--- src/twva_pkg.sv ---
// ----------------------------------------------------------------------------
// twva_pkg: shared types and constants of the velocity averager
// Holds field widths, the controller state type and the command and status
// structs that pass between controller and datapath.
// ----------------------------------------------------------------------------
package twva_pkg;

	localparam int STAMP_W       = 63;
	localparam int VEL_W         = 32;
	localparam int WIN_W         = 40;
	localparam int CNT_OUT_W     = 7;
	localparam int NUM_CH        = 6;
	localparam int DEPTH_DEFAULT = 64;
	localparam logic [WIN_W-1:0] WIN_RESET = 40'd300000000;

	// register byte addresses (register index times eight, 64-bit registers)
	localparam logic [2:0] ADDR_WINDOW = 3'd0;

	typedef enum logic [2:0] {
		ST_IDLE,
		ST_CHECK,
		ST_EVICT,
		ST_APPEND,
		ST_DIVIDE,
		ST_DONE
	} twva_state_t;

	typedef struct packed {
		logic load;       // capture the input item
		logic rd_head;    // read the oldest stored entry
		logic evict;      // subtract the oldest entry, advance head
		logic ovf_set;    // mark an overflow eviction
		logic append;     // write new entry, add it to the sums
		logic div_start;  // begin the divider run
		logic out_load;   // move the results to the output register
	} twva_cmd_t;

	typedef struct packed {
		logic fill_zero;  // store is empty
		logic fill_full;  // store is full
		logic too_old;    // oldest entry lies outside the window
		logic div_done;   // divider has finished all channels
	} twva_sts_t;

endpackage

--- src/twva_ctrl.sv ---
// ----------------------------------------------------------------------------
// twva_ctrl: sequencing state machine
// Walks eviction, overflow drop, append, division and result hand-off.
// ----------------------------------------------------------------------------
module twva_ctrl
	import twva_pkg::*;
(
	input  logic      clk,
	input  logic      arst_n,
	input  logic      in_valid,
	output logic      in_ready,
	input  logic      out_busy,
	input  twva_sts_t sts,
	output twva_cmd_t cmd
);

	twva_state_t state_q, state_next;

	// state register
	always_ff @(posedge clk or negedge arst_n) begin
		if (!arst_n) begin
			state_q <= ST_IDLE;
		end else begin
			state_q <= state_next;
		end
	end

	// next state
	always_comb begin
		state_next = state_q;
		unique case (state_q)
			ST_IDLE: begin
				if (in_valid) state_next = ST_CHECK;
			end
			ST_CHECK: begin
				// head entry was read last cycle; decide on eviction
				if (!sts.fill_zero && sts.too_old) state_next = ST_EVICT;
				else state_next = ST_APPEND;
			end
			ST_EVICT:  state_next = ST_CHECK;
			ST_APPEND: state_next = ST_DIVIDE;
			ST_DIVIDE: begin
				if (sts.div_done) state_next = ST_DONE;
			end
			ST_DONE: begin
				if (!out_busy) state_next = ST_IDLE;
			end
			default: state_next = ST_IDLE;
		endcase
	end

	// outputs
	always_comb begin
		cmd      = '0;
		in_ready = 1'b0;
		unique case (state_q)
			ST_IDLE: begin
				in_ready    = 1'b1;
				cmd.load    = in_valid;
				cmd.rd_head = in_valid;
			end
			ST_CHECK: begin
				if (!sts.fill_zero && sts.too_old) begin
					cmd.evict = 1'b1;
				end else if (sts.fill_full) begin
					cmd.evict   = 1'b1;
					cmd.ovf_set = 1'b1;
				end
			end
			ST_EVICT: cmd.rd_head = 1'b1;
			ST_APPEND: begin
				cmd.append    = 1'b1;
				cmd.div_start = 1'b1;
			end
			ST_DIVIDE: ;
			ST_DONE: cmd.out_load = !out_busy;
			default: ;
		endcase
	end

endmodule

--- config.mk ---
export PLATFORM = sky130hd
export DESIGN_NAME = twva_ctrl
export DESIGN_NICKNAME = d
export VERILOG_FILES = /design/src/twva_pkg.sv /design/src/twva_ctrl.sv
export SDC_FILE = /design/constraint.sdc
export NUM_CORES = 1
export LEC_CHECK = 0
export BUFFER_PORTS_ARGS = -buffer_cell sky130_fd_sc_hd__buf_4
export CORE_AREA = 2 2 39 41
export CTS_CLUSTER_DIAMETER = 60
export DETAILED_ROUTE_END_ITERATION = 16
export DIE_AREA = 0 0 41 43
export MAX_ROUTING_LAYER = met4
export SYNTH_ARGS = -nofsm -noshare
export SYNTH_HDL_FRONTEND = slang
export SYNTH_SLANG_ARGS = --single-unit
--- constraint.sdc ---
create_clock -name clk -period 1.15 [get_ports clk]
set_clock_uncertainty 0.05 [all_clocks]
set_input_delay 0.0575 -clock clk [delete_from_list [all_inputs] [get_ports clk]]
set_output_delay 0.0575 -clock clk [all_outputs]
set_load 0.02 [all_outputs]
==> impl_metrics.json, run 1 <==
{
  "cp_data_required_time_ns": 1.04,
  "synth_ff_type": "dfrtp_1",
  "place_hpwl_um": 421.7,
  "numCtsBuffers": 3,
  "die_w_um": 41,
  "max_freq_ghz": 0.7578,
  "cpPeakStageDelay_ns": 0.44,
  "cts_tree": "built",
  "crit_arrival_ns": 1.21,
  "ant_nets": 0,
  "grt_pass1_vias": 246,
  "ys_types": 16,
  "largest_register": "state_q",
  "synth.top_cells.by_count": "dfrtp_1, nor2_1, nand2b_1, nor3_1",
  "hp-class": "primary input to flop",
  "synth_area_leaders": "dfrtp_1, nor3b_4, and4bb_2, nand2b_1, a21boi_2",
  "place_area_um2": 360.3,
  "route.detailed.drc": 0,
  "first_pass_iters": 2,
  "violations": "negative setup slack",
  "synth_top_area_cell": "dfrtp_1",
  "drt_iter0_drc": 1,
  "fin_setup_tns_ns": -0.8912,
  "routedWlPerCell_um": 8.476,
  "synth_edf_count": 0,
  "setup_ws_ns": -0.1697,
  "maxSlewHeadroom_pct": 88.53,
  "yosys.area_share.simple_pct": 41.67,
  "p_leak_nw": 0.2263,
  "seq_area_frac_synth_pct": 35.71,
  "path_cells": "nor3b_4 > a21boi_2 > buf_6",
  "dieArea_um2": 1763,
  "initial_core_util_pct": 15.19,
  "crit_buf_inv": 1,
  "crit_fanout": 5,
  "fin_crit_sh_pct": 114.8,
  "grt-ovfl-total": 0,
  "synth_top_area_share_pct": 35.71,
  "fp.dieH_um": 43,
  "syn-num-nets": 30,
  "via_count": 250,
  "worstSetupPathType": "flop to primary output",
  "synthAdderAreaFrac_pct": 0,
  "peakVddDrop_v": 0.0007892,
  "numPortBuffers": 15,
  "synth_compound_area_share_pct": 12.50,
  "final_nets": 56,
  "syn2layout_area_growth_pct": 123.8,
  "maxCapViolations": 0,
  "period_minus_slack_ns": 1.320,
  "cts_num_sinks": 3,
  "synth_area_um2": 210.2,
  "pwr_density_cell_nw_per_um2": 2556,
  "grt_setup_unrepaired": "yes",
  "synthXorXnorAreaFrac_pct": 0,
  "synthArstFlopShare_pct": 100.0,
  "yosysWarnings": 0,
  "outcome": "finished with violations",
  "clkTransAtPathRegs_ns": 0.03,
  "final_area_um2": 470.5,
  "diodes": 0,
  "tightest_slew_ns": 0.1715,
  "largest_registers": "state_q x3",
  "syn_avg_cell_area_um2": 9.555,
  "routed_wirelength_um": 534,
  "cts_root_buffer": "clkbuf_4",
  "hold_viol_final": 0,
  "place.gp.congestion": 0.6594,
  "drv_slew": 0,
  "antenna_found_initial": 0,
  "clk_path_buf_depth": 2,
  "syn_inst": 22,
  "grt_pass1_wl_um": 841,
  "vias_per_cell": 3.968,
  "layout-drive-gt1-share_pct": 72.34,
  "setup_violations": 9,
  "critPathLaunchType": "flop",
  "synthMuxAreaShare_pct": 4.762,
  "core_area_um2": 1384,
  "grt_max_degree": 7,
  "largest_reg_flops": 3,
  "io_pins": 16,
  "clk_latency_ns": 0.23,
  "synth_top_family_by_area": "simple AND/OR/NAND/NOR gates",
  "rows": 14,
  "cts.htree.levels": 1,
  "grt_use_total_pct": 7.430,
  "slowest_stage": "dfrtp_2",
  "critPathTopFamily": "flip-flops",
  "ys_ff_latch": 3,
  "crit_path_end_kind": "primary output"
}
cells in the final DEF (no fill, tap or decap), types with 2 or more instances in the layout:
| cell | count |
|---|---|
| buf_4 | 16 |
| buf_6 | 5 |
| clkbuf_4 | 3 |
| dfrtp_2 | 3 |
| nand2b_1 | 2 |
| nor2_4 | 2 |
worst paths after layout:
path                                  from    endpoint  slack, ns  depth (start not counted)
max in group asynchronous           arst_n  state_q[1]       0.84                          2
worst max register to register  state_q[1]  state_q[0]      -0.03                          4
worst min register to register  state_q[1]  state_q[1]       0.59                          2
worst min-delay path              out_busy  state_q[2]       0.09                          3
worst max-delay path            state_q[2]      cmd[4]      -0.17                          3
min in group asynchronous           arst_n  state_q[0]       0.11                          2
final cells by class:
| cell class | instances | area, um^2 |
|---|---|---|
| multi-input combinational | 17 | 155.1 |
| tap | 16 | 20.02 |
| sequential | 3 | 78.83 |
| clock buffer | 4 | 26.28 |
| inverter | 1 | 3.754 |
| timing repair buffer | 22 | 186.4 |
| fill | 160 | 913.4 |
kinds of logic (layout without fill, tap and decap cells):
family,Yosys count,after routing
flops,3,3
mux,1,1
buf+inv,2,27
compound gates,3,3
simple gates,13,13
worst min-delay path, delay by kind of cell:
family	cells	cell delay [ns]
simple gates	1	0.04
compound gates	1	0.13
buf+inv	1	0.09
where the power goes:
part	total (mW)	leakage [nW]	switching, mW	internal (mW)
clock	0.180	0.0150	0.0502	0.130
sequential	0.234	0.0340	0.0720	0.162
combinational	0.789	0.177	0.341	0.448
per-layer routing:
layer	vias to the layer above	global-route usage [%]	wire length [um]
met5	-	-	0
met4	0	6.000	0
met3	0	1.571	45
met2	9	10.31	271
met1	114	8.766	217
li1	127	-	-
metrics by stage:
step | power [mW] | std cells | setup slack (ns) | hold slack (ns) | utilization, %
final | 1.203 | 63 | -0.1697 | 0.09483 | 34.00
after global routing | 1.291 | 63 | -0.2326 | 0.1132 | 34.00
after CTS | 1.190 | 62 | -0.1918 | 0.09731 | 32.91
after detailed placement | 0.8205 | 54 | 0.01742 | -0.2023 | 26.04
after global placement | 0.8173 | 54 | 0.02373 | -0.2009 | 26.04
after floorplan | 0.5835 | 22 | -0.09577 | -0.2881 | -
what timing repair did:
action	in CTS	in global routing
hold buffers	1	0
resized for setup	11	2
pin swaps	3	3
setup buffers	3	1
hold endpoints to repair	3	0
endpoints found under the setup margin	8	9
Note: power is estimated with default switching activity, not from simulation.
==> run 2: changes to the inputs <==
--- a/config.mk
+++ b/config.mk
@@ -11,6 +11,8 @@
 export DETAILED_ROUTE_END_ITERATION = 16
 export DIE_AREA = 0 0 41 43
 export MAX_ROUTING_LAYER = met4
+export PLACE_DENSITY = 0.38
+export SKIP_LAST_GASP = 1
 export SYNTH_ARGS = -nofsm -noshare
 export SYNTH_HDL_FRONTEND = slang
 export SYNTH_SLANG_ARGS = --single-unit
==> impl_metrics.json, run 2 (synthesized netlist as in run 1, its figures left out) <==
{
  "outcome": "finished with violations",
  "violations": "negative setup slack",
  "instances_no_fill": 64,
  "power_mw": 1.287,
  "fp.dieH_um": 43,
  "largest_registers": "state_q x3",
  "diodes": 0,
  "via_count": 257,
  "place.gp.congestion": 0.6635,
  "reg2reg_depth": 5,
  "numCtsBuffers": 3,
  "largest_reg_flops": 3,
  "final_nets": 57,
  "drv_slew": 0,
  "peakVddDrop_v": 0.001268,
  "initial_core_util_pct": 15.19,
  "die_w_um": 41,
  "p_sw_mw": 0.4951,
  "ant_nets": 0,
  "dieArea_um2": 1763,
  "seqPwrFrac_pct": 19.5,
  "period_minus_slack_ns": 1.322,
  "rows": 14,
  "grt-ovfl-total": 0,
  "maxSlewHeadroom_pct": 88.83,
  "antenna_found_initial": 0,
  "cts_root_buffer": "clkbuf_4",
  "fin_crit_sh_pct": 115.0,
  "crit_arrival_ns": 1.21,
  "crit_start": "state_q[1]",
  "combPwrFrac_pct": 66.2,
  "max_freq_ghz": 0.7563,
  "final_area_um2": 493.0,
  "io_pins": 16,
  "cts_tree": "built",
  "drt_iter0_drc": 3,
  "r2r_start": "state_q[1]",
  "final_cell_mix": "buf_4, buf_6, clkbuf_4, dfrtp_2",
  "maxCapViolations": 0,
  "worstSetupPathType": "flop to primary output",
  "core_area_um2": 1384,
  "grt_setup_unrepaired": "yes",
  "routed_wirelength_um": 629,
  "hp-class": "primary input to asynchronous set/reset pin",
  "crit_fanout": 5,
  "p_leak_nw": 0.2356,
  "setup_ws_ns": -0.1723,
  "whs_ns": 0.09931,
  "grt_use_total_pct": 8.875,
  "layout-drive-gt1-share_pct": 72.92,
  "place_area_um2": 367.9,
  "numPortBuffers": 15,
  "grt_max_degree": 7,
  "routedWlPerCell_um": 9.828,
  "critPathLaunchType": "flop",
  "clk_latency_ns": 0.23,
  "pwr_density_cell_nw_per_um2": 2611,
  "clk_path_buf_depth": 2,
  "rr_endpoint": "state_q[0]",
  "route.detailed.drc": 0,
  "cts_num_sinks": 3,
  "largest_register": "state_q",
  "clkTransAtPathRegs_ns": 0.04,
  "cts.htree.levels": 1,
  "crit_path_end_kind": "primary output",
  "grt_pass1_vias": 272,
  "intPower_mw": 0.7922,
  "setup_violations": 9,
  "p_clk_share_pct": 14.3,
  "fin_util_pct": 35.62,
  "switching_share_pct": 38.46,
  "cp_data_required_time_ns": 1.04,
  "hold_viol_final": 0,
  "grt_pass1_wl_um": 1021,
  "syn2layout_area_growth_pct": 134.5,
  "dpl.cell_count": 55,
  "r2r_slack_ns": -0.06,
  "tightest_slew_ns": 0.1670,
  "layout_commonest_cell": "buf_4",
  "first_pass_iters": 2,
  "place_hpwl_um": 476.3,
  "vias_per_cell": 4.016
}
==> run 2: final cells by class <==
type / instances / area [um^2]
fillers: 145 / 890.9
inverters: 1 / 3.754
flip-flops and latches: 3 / 78.83
clock buffers: 4 / 26.28
well taps: 16 / 20.02
repair buffers: 23 / 209.0
multi-input cells: 17 / 155.1
==> run 2: worst max path at each step <==
stage | endpoint | cells past startpoint
after global placement | cmd[4] | 3
after floorplan | cmd[6] | 2
after CTS | cmd[4] | 3
after global routing | cmd[4] | 3
after detailed placement | cmd[4] | 3
final | cmd[4] | 3
==> run 2: power groups by stage <==
stage | registers, mW | clock network, mW | logic, mW
6_report | 0.251 | 0.184 | 0.853
5_1_grt | 0.261 | 0.204 | 0.919
4_1_cts | 0.246 | 0.200 | 0.785
3_5_place_dp | 0.232 | 0 | 0.620
3_3_place_gp | 0.234 | 0 | 0.617
2_1_floorplan | 0.233 | 0 | 0.350
==> run 2: worst max-delay path: stages (launching register included) <==
cell and delay [ns]:
dfrtp_2 0.44, nor3b_4 0.22, a21boi_2 0.18, buf_4 0.15
==> run 2: metrics by stage <==
step | TNS (ns) | setup slack, ns
floorplan | -0.1177 | -0.09577
global placement | 0 | 0.02635
detailed placement | 0 | 0.01733
CTS | -1.318 | -0.1951
global route | -1.591 | -0.2570
finish | -1.028 | -0.1723
==> run 2: what timing repair did <==
item / 4_1_cts / 5_1_grt
cloned: 0 / 0
pin swaps: 3 / 5
hold endpoints to repair: 3 / 0
resized for setup: 11 / 6
buffers inserted: 3 / 1
hold buffers: 1 / 0
setup endpoints to repair: 8 / 9
==> run 2: routing by layer <==
metal	global-route usage, %	part of all wire (%)	wire length (um)	up-vias
met3	0	9.5	60	0
met2	13.13	52	328	9
met5	-	0	0	-
met1	10.39	38	240	118
met4	8.000	0	0	0
li1	-	-	-	130
